==> src/hw/rtl/qoi_enc_pkg.sv <==
package qoi_enc_pkg;

    // Color index geometry.
    localparam int INDEX_DEPTH = 64;
    localparam int IDX_W       = $clog2(INDEX_DEPTH);

    // Output word buffer: a pending run byte plus the longest chunk.
    localparam int MAX_BYTES = 6;
    localparam int CNT_W     = $clog2(MAX_BYTES + 1);

    // Chunk opcodes.
    localparam logic [7:0] OP_INDEX = 8'h00;
    localparam logic [7:0] OP_DIFF  = 8'h40;
    localparam logic [7:0] OP_LUMA  = 8'h80;
    localparam logic [7:0] OP_RUN   = 8'hC0;
    localparam logic [7:0] OP_RGB   = 8'hFE;
    localparam logic [7:0] OP_RGBA  = 8'hFF;

    // A run is closed as soon as it reaches this length.
    localparam logic [5:0] RUN_MAX  = 6'd62;
    localparam logic [7:0] RUN_FULL = OP_RUN | {2'b00, RUN_MAX - 6'd1};

    typedef struct packed {
        logic [7:0] r;
        logic [7:0] g;
        logic [7:0] b;
        logic [7:0] a;
    } t_pixel;

    localparam t_pixel PIXEL_RESET = '{r: 8'h00, g: 8'h00, b: 8'h00, a: 8'hFF};

    // Contents of the input register stage, with the index entry read for it.
    typedef struct packed {
        logic             valid;
        logic             eoi;
        t_pixel           pix;
        logic [IDX_W-1:0] slot;
        t_pixel           entry;
    } t_s1;

    // Color index write request.
    typedef struct packed {
        logic             en;
        logic [IDX_W-1:0] slot;
        t_pixel           pix;
    } t_wr;

    // Bytes handed to the output serializer, first byte in element zero.
    typedef struct packed {
        logic [CNT_W-1:0]           cnt;
        logic [MAX_BYTES-1:0][7:0]  bytes;
    } t_load;

endpackage

==> src/hw/rtl/qoi_enc_if.sv <==
// Pixel channel: one RGBA pixel or an end-of-image mark per word.
interface qoi_enc_pix_if;
    logic       valid;
    logic       ready;
    logic [7:0] red;
    logic [7:0] green;
    logic [7:0] blue;
    logic [7:0] alpha;
    logic       end_of_image;

    modport source (output valid, red, green, blue, alpha, end_of_image, input ready);
    modport sink   (input valid, red, green, blue, alpha, end_of_image, output ready);
endinterface

// Byte channel: one byte of the chunk stream per word.
interface qoi_enc_byte_if;
    logic       valid;
    logic       ready;
    logic [7:0] out_byte;
    logic       last_byte;

    modport source (output valid, out_byte, last_byte, input ready);
    modport sink   (input valid, out_byte, last_byte, output ready);
endinterface

==> src/hw/rtl/qoi_pixel_encoder.sv <==
// QOI chunk encoder for a stream of RGBA pixels. Each pixel word passes an
// input register, where its hash slot is read from the 64-entry color index,
// and then the chunk logic, which loads the chunk bytes into an output
// serializer that moves one byte per cycle while the byte sink is ready. A word
// that produces no byte (a pixel that extends a run, or end of image with no
// run pending) leaves once the serializer can take a load; a word with bytes
// holds the next until its last byte is leaving, so a stream of one-byte chunks
// runs at one pixel per cycle while the sink is ready. The color index is
// cleared at reset at once by per-entry valid bits; no clearing pass is needed.
module qoi_pixel_encoder (
    input  logic            i_clk,
    input  logic            i_rst_n,
    qoi_enc_pix_if.sink     i_pix,
    qoi_enc_byte_if.source  o_byte
);
    import qoi_enc_pkg::*;

    t_s1   s1;
    t_wr   wr;
    t_load load;
    logic  can_load;
    logic  commit;

    // The staged word leaves when the serializer can take its bytes.
    assign commit = s1.valid && can_load;

    qoi_enc_front u_front (
        .i_clk    (i_clk),
        .i_rst_n  (i_rst_n),
        .i_pix    (i_pix),
        .i_commit (commit),
        .i_wr     (wr),
        .o_s1     (s1)
    );

    qoi_enc_chunk u_chunk (
        .i_clk    (i_clk),
        .i_rst_n  (i_rst_n),
        .i_s1     (s1),
        .i_commit (commit),
        .o_load   (load),
        .o_wr     (wr)
    );

    qoi_enc_emit u_emit (
        .i_clk      (i_clk),
        .i_rst_n    (i_rst_n),
        .i_commit   (commit),
        .i_load     (load),
        .o_can_load (can_load),
        .o_byte     (o_byte)
    );

endmodule

==> src/hw/rtl/qoi_enc_front.sv <==
module qoi_enc_front (
    input  logic              i_clk,
    input  logic              i_rst_n,
    qoi_enc_pix_if.sink       i_pix,
    input  logic              i_commit,
    input  qoi_enc_pkg::t_wr  i_wr,
    output qoi_enc_pkg::t_s1  o_s1
);
    import qoi_enc_pkg::*;

    t_pixel           in_pix;
    logic [7:0]       hash_sum;
    logic [IDX_W-1:0] in_slot;
    logic             accept;
    logic             byp_hit;

    logic             r_valid;
    logic             r_eoi;
    t_pixel           r_pix;
    logic [IDX_W-1:0] r_slot;

    t_pixel           mem [INDEX_DEPTH];
    t_pixel           r_mem_q;
    logic [INDEX_DEPTH-1:0] r_vld;
    logic             r_rd_vld;
    logic             r_byp;
    t_pixel           r_byp_pix;

    assign in_pix = '{r: i_pix.red, g: i_pix.green, b: i_pix.blue, a: i_pix.alpha};

    // Hash slot; only the low bits of the sum matter, so 8-bit arithmetic suffices.
    assign hash_sum = in_pix.r * 8'd3 + in_pix.g * 8'd5 + in_pix.b * 8'd7 + in_pix.a * 8'd11;
    assign in_slot  = hash_sum[IDX_W-1:0];

    // The stage takes a new word when it is empty or its word leaves this cycle.
    assign i_pix.ready = !r_valid || i_commit;
    assign accept      = i_pix.valid && i_pix.ready;

    // The word leaving now may write the very slot the new word reads.
    assign byp_hit = i_wr.en && (i_wr.slot == in_slot);

    // Stage control.
    always_ff @(posedge i_clk) begin
        if (!i_rst_n) begin
            r_valid <= 1'b0;
        end else if (i_pix.ready) begin
            r_valid <= i_pix.valid;
        end
    end

    // Stage payload and registered index read.
    always_ff @(posedge i_clk) begin
        if (accept) begin
            r_eoi     <= i_pix.end_of_image;
            r_pix     <= in_pix;
            r_slot    <= in_slot;
            r_mem_q   <= mem[in_slot];
            r_rd_vld  <= r_vld[in_slot];
            r_byp     <= byp_hit;
            r_byp_pix <= i_wr.pix;
        end
    end

    // Index storage.
    always_ff @(posedge i_clk) begin
        if (i_wr.en) begin
            mem[i_wr.slot] <= i_wr.pix;
        end
    end

    // Per-entry valid bits; an unwritten entry reads as zero.
    always_ff @(posedge i_clk) begin
        if (!i_rst_n) begin
            r_vld <= '0;
        end else if (i_wr.en) begin
            r_vld[i_wr.slot] <= 1'b1;
        end
    end

    assign o_s1.valid = r_valid;
    assign o_s1.eoi   = r_eoi;
    assign o_s1.pix   = r_pix;
    assign o_s1.slot  = r_slot;
    assign o_s1.entry = r_byp ? r_byp_pix : (r_rd_vld ? r_mem_q : '0);

endmodule

==> src/hw/rtl/qoi_enc_chunk.sv <==
module qoi_enc_chunk (
    input  logic                i_clk,
    input  logic                i_rst_n,
    input  qoi_enc_pkg::t_s1    i_s1,
    input  logic                i_commit,
    output qoi_enc_pkg::t_load  o_load,
    output qoi_enc_pkg::t_wr    o_wr
);
    import qoi_enc_pkg::*;

    t_pixel       r_prev;
    logic [5:0]   r_run;
    t_pixel       n_prev;
    logic [5:0]   n_run;

    t_pixel       p;
    logic         same;
    logic [5:0]   run_inc;
    logic         pend;
    logic [7:0]   run_byte;

    logic signed [7:0] dr, dg, db;
    logic signed [8:0] drg, dbg;
    logic [7:0]   dr2, dg2, db2, dg32;
    logic [8:0]   drg8, dbg8;
    logic         is_diff, is_luma;

    logic [4:0][7:0]  c;
    logic [CNT_W-1:0] ccnt;

    assign p        = i_s1.pix;
    assign same     = (p == r_prev);
    assign run_inc  = r_run + 6'd1;
    assign pend     = (r_run != 6'd0);
    assign run_byte = OP_RUN | {2'b00, r_run - 6'd1};

    // Channel differences wrap into -128..127.
    assign dr   = signed'(p.r - r_prev.r);
    assign dg   = signed'(p.g - r_prev.g);
    assign db   = signed'(p.b - r_prev.b);
    assign drg  = signed'({dr[7], dr} - {dg[7], dg});
    assign dbg  = signed'({db[7], db} - {dg[7], dg});
    assign dr2  = dr + 8'sd2;
    assign dg2  = dg + 8'sd2;
    assign db2  = db + 8'sd2;
    assign dg32 = dg + 8'sd32;
    assign drg8 = drg + 9'sd8;
    assign dbg8 = dbg + 9'sd8;

    assign is_diff = (dr >= -8'sd2) && (dr <= 8'sd1) && (dg >= -8'sd2) && (dg <= 8'sd1)
                  && (db >= -8'sd2) && (db <= 8'sd1);
    assign is_luma = (dg >= -8'sd32) && (dg <= 8'sd31) && (drg >= -9'sd8) && (drg <= 9'sd7)
                  && (dbg >= -9'sd8) && (dbg <= 9'sd7);

    // Chunk selection for a pixel that differs from the previous one.
    always_comb begin
        c    = '0;
        ccnt = CNT_W'(1);
        priority if (i_s1.entry == p) begin
            c[0] = OP_INDEX | {2'b00, i_s1.slot};
        end else if (p.a != r_prev.a) begin
            c    = {p.a, p.b, p.g, p.r, OP_RGBA};
            ccnt = CNT_W'(5);
        end else if (is_diff) begin
            c[0] = OP_DIFF | {2'b00, dr2[1:0], dg2[1:0], db2[1:0]};
        end else if (is_luma) begin
            c[0] = OP_LUMA | {2'b00, dg32[5:0]};
            c[1] = {drg8[3:0], dbg8[3:0]};
            ccnt = CNT_W'(2);
        end else begin
            c[0] = OP_RGB;
            c[1] = p.r;
            c[2] = p.g;
            c[3] = p.b;
            ccnt = CNT_W'(4);
        end
    end

    // Bytes, index write and next state for the word in the stage.
    always_comb begin
        o_load = '0;
        o_wr   = '{en: 1'b0, slot: i_s1.slot, pix: p};
        n_prev = r_prev;
        n_run  = r_run;
        priority if (i_s1.eoi) begin
            n_run = 6'd0;
            if (pend) begin
                o_load.bytes[0] = run_byte;
                o_load.cnt      = CNT_W'(1);
            end
        end else if (same) begin
            if (run_inc == RUN_MAX) begin
                o_load.bytes[0] = RUN_FULL;
                o_load.cnt      = CNT_W'(1);
                n_run           = 6'd0;
            end else begin
                n_run = run_inc;
            end
        end else begin
            n_run   = 6'd0;
            n_prev  = p;
            o_wr.en = i_s1.valid;
            if (pend) begin
                o_load.bytes[0] = run_byte;
                for (int i = 1; i < MAX_BYTES; i++) begin
                    o_load.bytes[i] = c[i-1];
                end
                o_load.cnt = ccnt + CNT_W'(1);
            end else begin
                for (int i = 0; i < MAX_BYTES - 1; i++) begin
                    o_load.bytes[i] = c[i];
                end
                o_load.cnt = ccnt;
            end
        end
        if (!i_commit) begin
            o_wr.en = 1'b0;
        end
    end

    // Previous pixel and pending run advance when the word leaves the stage.
    always_ff @(posedge i_clk) begin
        if (!i_rst_n) begin
            r_prev <= PIXEL_RESET;
            r_run  <= 6'd0;
        end else if (i_commit) begin
            r_prev <= n_prev;
            r_run  <= n_run;
        end
    end

    // The pending run is always shorter than a full run.
    a_run_bound: assert property (@(posedge i_clk) disable iff (!i_rst_n)
        r_run < RUN_MAX)
        else $error("pending run reached full length");

    // End of image always leaves no pending run.
    a_eoi_flush: assert property (@(posedge i_clk) disable iff (!i_rst_n)
        (i_commit && i_s1.eoi) |=> (r_run == 6'd0))
        else $error("run still pending after end of image");

    // An index write always makes the written pixel the previous pixel.
    a_wr_prev: assert property (@(posedge i_clk) disable iff (!i_rst_n)
        o_wr.en |=> (r_prev == $past(o_wr.pix)))
        else $error("index write without previous pixel update");

    // Never more bytes than the buffer holds.
    a_cnt_bound: assert property (@(posedge i_clk) disable iff (!i_rst_n)
        i_commit |-> (o_load.cnt <= CNT_W'(MAX_BYTES)))
        else $error("chunk byte count out of range");

endmodule

==> src/hw/rtl/qoi_enc_emit.sv <==
module qoi_enc_emit (
    input  logic                i_clk,
    input  logic                i_rst_n,
    input  logic                i_commit,
    input  qoi_enc_pkg::t_load  i_load,
    output logic                o_can_load,
    qoi_enc_byte_if.source      o_byte
);
    import qoi_enc_pkg::*;

    logic [MAX_BYTES-1:0][7:0] r_buf;
    logic [CNT_W-1:0]          r_cnt;
    logic                      xfer;

    assign o_byte.valid     = (r_cnt != '0);
    assign o_byte.out_byte  = r_buf[0];
    assign o_byte.last_byte = (r_cnt == CNT_W'(1));
    assign xfer             = o_byte.valid && o_byte.ready;

    // New bytes may enter once the last buffered byte is leaving.
    assign o_can_load = (r_cnt == '0) || ((r_cnt == CNT_W'(1)) && o_byte.ready);

    // Byte count.
    always_ff @(posedge i_clk) begin
        if (!i_rst_n) begin
            r_cnt <= '0;
        end else if (i_commit) begin
            r_cnt <= i_load.cnt;
        end else if (xfer) begin
            r_cnt <= r_cnt - CNT_W'(1);
        end
    end

    // Byte buffer shifts toward element zero as bytes leave.
    always_ff @(posedge i_clk) begin
        if (i_commit) begin
            r_buf <= i_load.bytes;
        end else if (xfer) begin
            r_buf <= {8'h00, r_buf[MAX_BYTES-1:1]};
        end
    end

    // Loading is only done over an empty or emptying buffer.
    a_load_safe: assert property (@(posedge i_clk) disable iff (!i_rst_n)
        i_commit |-> o_can_load)
        else $error("bytes loaded over undelivered bytes");

    // A non-empty load shows a byte in the next cycle.
    a_load_shows: assert property (@(posedge i_clk) disable iff (!i_rst_n)
        (i_commit && (i_load.cnt != '0)) |=> o_byte.valid)
        else $error("loaded bytes not presented");

endmodule

==> src/flat_wrapper.sv <==
// flat-port wrapper written by rule: the top's interface ports become plain ports
module qoi_pixel_encoder_flat import qoi_enc_pkg::*;
  (i_clk, i_rst_n, i_pix_valid, i_pix_red, i_pix_green, i_pix_blue, i_pix_alpha, i_pix_end_of_image, i_pix_ready, o_byte_valid, o_byte_out_byte, o_byte_last_byte, o_byte_ready);
  qoi_enc_pix_if i_pix_i ();
  qoi_enc_byte_if o_byte_i ();
  input  logic i_clk;
  input  logic i_rst_n;
  input wire logic [$bits(i_pix_i.valid)-1:0] i_pix_valid;
  input wire logic [$bits(i_pix_i.red)-1:0] i_pix_red;
  input wire logic [$bits(i_pix_i.green)-1:0] i_pix_green;
  input wire logic [$bits(i_pix_i.blue)-1:0] i_pix_blue;
  input wire logic [$bits(i_pix_i.alpha)-1:0] i_pix_alpha;
  input wire logic [$bits(i_pix_i.end_of_image)-1:0] i_pix_end_of_image;
  output wire logic [$bits(i_pix_i.ready)-1:0] i_pix_ready;
  output wire logic [$bits(o_byte_i.valid)-1:0] o_byte_valid;
  output wire logic [$bits(o_byte_i.out_byte)-1:0] o_byte_out_byte;
  output wire logic [$bits(o_byte_i.last_byte)-1:0] o_byte_last_byte;
  input wire logic [$bits(o_byte_i.ready)-1:0] o_byte_ready;
  assign i_pix_i.valid = i_pix_valid;
  assign i_pix_i.red = i_pix_red;
  assign i_pix_i.green = i_pix_green;
  assign i_pix_i.blue = i_pix_blue;
  assign i_pix_i.alpha = i_pix_alpha;
  assign i_pix_i.end_of_image = i_pix_end_of_image;
  assign i_pix_ready = i_pix_i.ready;
  assign o_byte_valid = o_byte_i.valid;
  assign o_byte_out_byte = o_byte_i.out_byte;
  assign o_byte_last_byte = o_byte_i.last_byte;
  assign o_byte_i.ready = o_byte_ready;
  qoi_pixel_encoder u_core (.i_clk(i_clk), .i_rst_n(i_rst_n), .i_pix(i_pix_i), .o_byte(o_byte_i));
endmodule
==> config.mk <==
export PLATFORM = sky130hd
export DESIGN_NAME = qoi_pixel_encoder_flat
export DESIGN_NICKNAME = d
export VERILOG_FILES = /design/src/hw/rtl/qoi_enc_pkg.sv /design/src/hw/rtl/qoi_enc_if.sv /design/src/hw/rtl/qoi_pixel_encoder.sv /design/src/hw/rtl/qoi_enc_front.sv /design/src/hw/rtl/qoi_enc_chunk.sv /design/src/hw/rtl/qoi_enc_emit.sv /design/src/flat_wrapper.sv
export SDC_FILE = /design/constraint.sdc
export NUM_CORES = 2
export LEC_CHECK = 0
export ABC_AREA = 0
export BUFFER_PORTS_ARGS = -buffer_cell sky130_fd_sc_hd__buf_2
export CAP_MARGIN = 40
export CORE_MARGIN = 4
export CORE_UTILIZATION = 60
export DETAILED_ROUTE_END_ITERATION = 10
export PLACE_DENSITY_LB_ADDON = 0.25
export SLEW_MARGIN = 15
export SYNTH_ARGS = -nofsm -noshare
export SYNTH_HDL_FRONTEND = slang
export SYNTH_SLANG_ARGS = --single-unit
==> constraint.sdc <==
create_clock -name i_clk -period 20.6 [get_ports i_clk]
set_clock_uncertainty 0.1 [all_clocks]
set_input_delay 4.12 -clock i_clk [delete_from_list [all_inputs] [get_ports i_clk]]
set_output_delay 4.12 -clock i_clk [all_outputs]
set_load 0.02 [all_outputs]
==> flow_metrics.env <==
export IMPL_synth_distinct_cells=88
export IMPL_syn_inst=4271
export IMPL_synth_compound_area_share=0.01939
export IMPL_cts_num_sinks=2307
export IMPL_path_common_cell="fa_1"
export IMPL_async_flop_share=0
export IMPL_cts_root_buf="clkbuf_16"
export IMPL_yosys_area_top_type="edfxtp_1"
export IMPL_wl_per_cell_um=39.79
export IMPL_grt_pass1_wl_um=372500
export IMPL_drtIter0Drc=8767
export IMPL_vias_per_cell=7.173
export IMPL_maxSlewHeadroom=0.2775
export IMPL_num_vias=48410
export IMPL_status="finished clean"
export IMPL_syn_num_nets=4398
export IMPL_initial_core_util=0.6030
export IMPL_fillers=9176
export IMPL_crit_path_start_kind="input pin"
export IMPL_peakVddDrop_mv=0.3959
export IMPL_hold_viol_final=0
export IMPL_hpwl_um=153500
export IMPL_finalSetupViolCount=0
export IMPL_ys_ff_latch=2307
export IMPL_required_ns=21.09
export IMPL_synthFlopType="edfxtp_1"
export IMPL_synth_yosys_seq_area_share=0.7455
export IMPL_fin_setup_tns_ns=0
export IMPL_holdPathStages=2
export IMPL_syn_area_um2=91500
export IMPL_route_detailed_drc=0
export IMPL_clk_path_buf_depth=3
export IMPL_coreArea_um2=151700
export IMPL_fin_nets=4657
export IMPL_synth_warnings=0
export IMPL_synth_common_cells="2201 x edfxtp_1, 693 x mux4_2, 240 x nor2_1"
export IMPL_grt_setup_unrepaired="false"
export IMPL_antenna_found_initial=21
export IMPL_syn2layout_area_growth_pct=13.19
export IMPL_dp_cells=6324
export IMPL_whs_ns=0.3560
export IMPL_dpl_worst_slack_ns=9.507
export IMPL_synthMuxAreaShare=0.1727
export IMPL_leakage_nw=32.85
export IMPL_crit_path_start="i_pix_blue[1]"
export IMPL_globalRouteOverflowTotal=0
export IMPL_die_y_um=398.5
export IMPL_r2r_start="u_core.u_front.o_s1[55]"
export IMPL_crit_chain="buf_2 > fa_1 > fa_1 > fa_1 > inv_1 > fa_1 > inv_1 > fa_1 > fa_4 > buf_4 > buf_12 > buf_12 > mux4_2 > mux4_2"
export IMPL_rr_endpoint="u_core.u_emit.r_buf[10]"
export IMPL_critical_path_slowest_cell="fa_4"
export IMPL_crit_fanout=82
export IMPL_routed_wl_um=268600
export IMPL_synthAdderAreaFrac=0.01471
export IMPL_yosysTopAreaCellShare=0.7223
export IMPL_worstPathArrival_ns=10.74
export IMPL_post_route_cell_area_um2=103600
export IMPL_cts_tree="done"
export IMPL_postCtsHoldBufs=0
export IMPL_grt_pass1_vias=46580
export IMPL_synthXorXnorAreaFrac=0.008943
export IMPL_synth_top_family_by_area="multiplexers"
export IMPL_clkTransAtPathRegs_ns=0.07
export IMPL_synth_edf_count=2201
export IMPL_clk_latency_ns=0.87
export IMPL_port_buffer_count=47
export IMPL_die_area_um2=158800
export IMPL_gp_congestion=0.9174
export IMPL_finalCritPeriodShare=0.4972
export IMPL_critPathCaptureType="flop"
export IMPL_cts_htree_levels=4
export IMPL_first_pass_iters=7
export IMPL_cts_resized=0
export IMPL_slew_violations=0
export IMPL_numCtsBuffers=221
export IMPL_hold_path_class="reg -> reg"
export IMPL_crit_end="u_core.u_front.r_mem_q[26]"
export IMPL_setup_ws_ns=10.36
export IMPL_rrSetupSlack_ns=13.94
export IMPL_final_cells=6749
export IMPL_synth_most_common_cell="edfxtp_1"
export IMPL_max_stage_delay_ns=1.14
export IMPL_placed_area_um2=96170
export IMPL_post_cts_buffers=0
export IMPL_timing_worst_slew_pin_value_ns=1.084
export IMPL_ys_top_cells_by_area="edfxtp_1 72%, mux4_2 17%, dfxtp_1 2.3%"
export IMPL_std_cell_rows=143
export IMPL_dieWidth_um=398.5
export IMPL_syn_avg_cell_area_um2=21.42
export IMPL_fin_crit_ns=10.24
export IMPL_grt_max_degree=129
export IMPL_yosys_area_share_simple=0.02589
export IMPL_track_usage=0.3437
export IMPL_max_cap_viol_count=0
export IMPL_crit_type="in -> reg"
export IMPL_num_io_pins=48
export IMPL_clock_fmax_ghz=0.09762
export IMPL_r2r_cells=19
export IMPL_p_per_area_nw_per_um2=150.3
export IMPL_drive_above_1_share=0.2888
export IMPL_postRouteAntennaNets=0
## per-layer routing
layer / global-route usage / part of all wire / vias to the layer above
met1: 0.4785 / 0.34 / 25210
met4: 0.1696 / 0.056 / 20
li1: - / - / 18250
met3: 0.1000 / 0.14 / 767
met5: 0 / 0.00048 / -
met2: 0.5080 / 0.46 / 4163
## worst min path at each step
stage,from,endpoint,slack [ns]
2_1_floorplan,u_core.u_front.r_vld[10],u_core.u_front.r_vld[10],0.33
4_1_cts,u_core.u_chunk.r_prev[13],u_core.u_chunk.r_prev[13],0.36
3_5_place_dp,u_core.u_chunk.r_prev[13],u_core.u_chunk.r_prev[13],0.35
5_1_grt,u_core.u_chunk.r_prev[13],u_core.u_chunk.r_prev[13],0.38
3_3_place_gp,u_core.u_chunk.r_prev[20],u_core.u_chunk.r_prev[20],0.34
6_report,u_core.u_chunk.r_prev[13],u_core.u_chunk.r_prev[13],0.36
## stage by stage
stage                     power (mW)    util
final                          15.56  0.6826
after global routing           16.03  0.6825
after CTS                      15.50  0.6808
after floorplan                9.567       -
after detailed placement       11.53  0.6338
after global placement         11.30  0.6269
## registers in the layout (all words and copies together) (netlist names)
signal / count
u_core.u_front.r_slot: 6
u_core.u_front.mem: 2048
u_core.u_front.r_eoi: 1
u_core.u_front.r_mem_q: 32
u_core.u_emit.r_buf: 40
u_core.u_front.r_byp_pix: 32
u_core.u_chunk.r_prev: 32
u_core.u_front.r_rd_vld: 1
u_core.u_front.r_vld: 64
u_core.u_front.r_byp: 1
u_core.u_chunk.r_run: 6
u_core.u_front.r_valid: 1
u_core.u_emit.r_cnt: 3
u_core.u_emit.o_byte.out_byte: 8
u_core.u_front.o_s1: 32
## cells by family after synthesis
kind of cell | Yosys count
multiplexers | 712
flip-flops | 2307
adder cells (fa/ha/maj) | 91
buffers and inverters | 297
AO/OA/AOI/OAI | 244
XOR/XNOR | 91
AND/OR/NAND/NOR | 529
## placed cells by master (no fill, tap or decap), types with 46 or more instances in the layout
cell / n
a21oi_1: 54
clkbuf_1: 46
nor2_4: 65
nand2_1: 137
nor2_1: 175
ha_1: 59
dfxtp_1: 106
clkbuf_16: 221
edfxtp_1: 2201
inv_1: 80
mux4_2: 693
buf_4: 139
buf_2: 47
xnor2_1: 59
## where the power goes
part           leakage (nW)  internal, mW  switching (mW)
logic                  8.65          2.65            3.27
registers              20.7          5.56           0.102
clock network          3.45          2.21            1.78
## critical path, delay by kind of cell
family / cells / cell delay, ns
adder cells (fa/ha/maj): 6 / 3.63
buffers and inverters: 6 / 1.68
multiplexers: 2 / 1.11
## area by class of cell
type	count	area, um^2	area share
diodes	7	17.52	0.0001691
clock buffers	277	5841	0.05639
well taps	2030	2540	0.02452
multi-input cells	1667	22660	0.2188
repair buffers	250	2695	0.02602
inverters	83	315.3	0.003044
flip-flops and latches	2307	68220	0.6587
clock inverters	128	1279	0.01235
No activity file was read; power rests on OpenSTA's default activity.
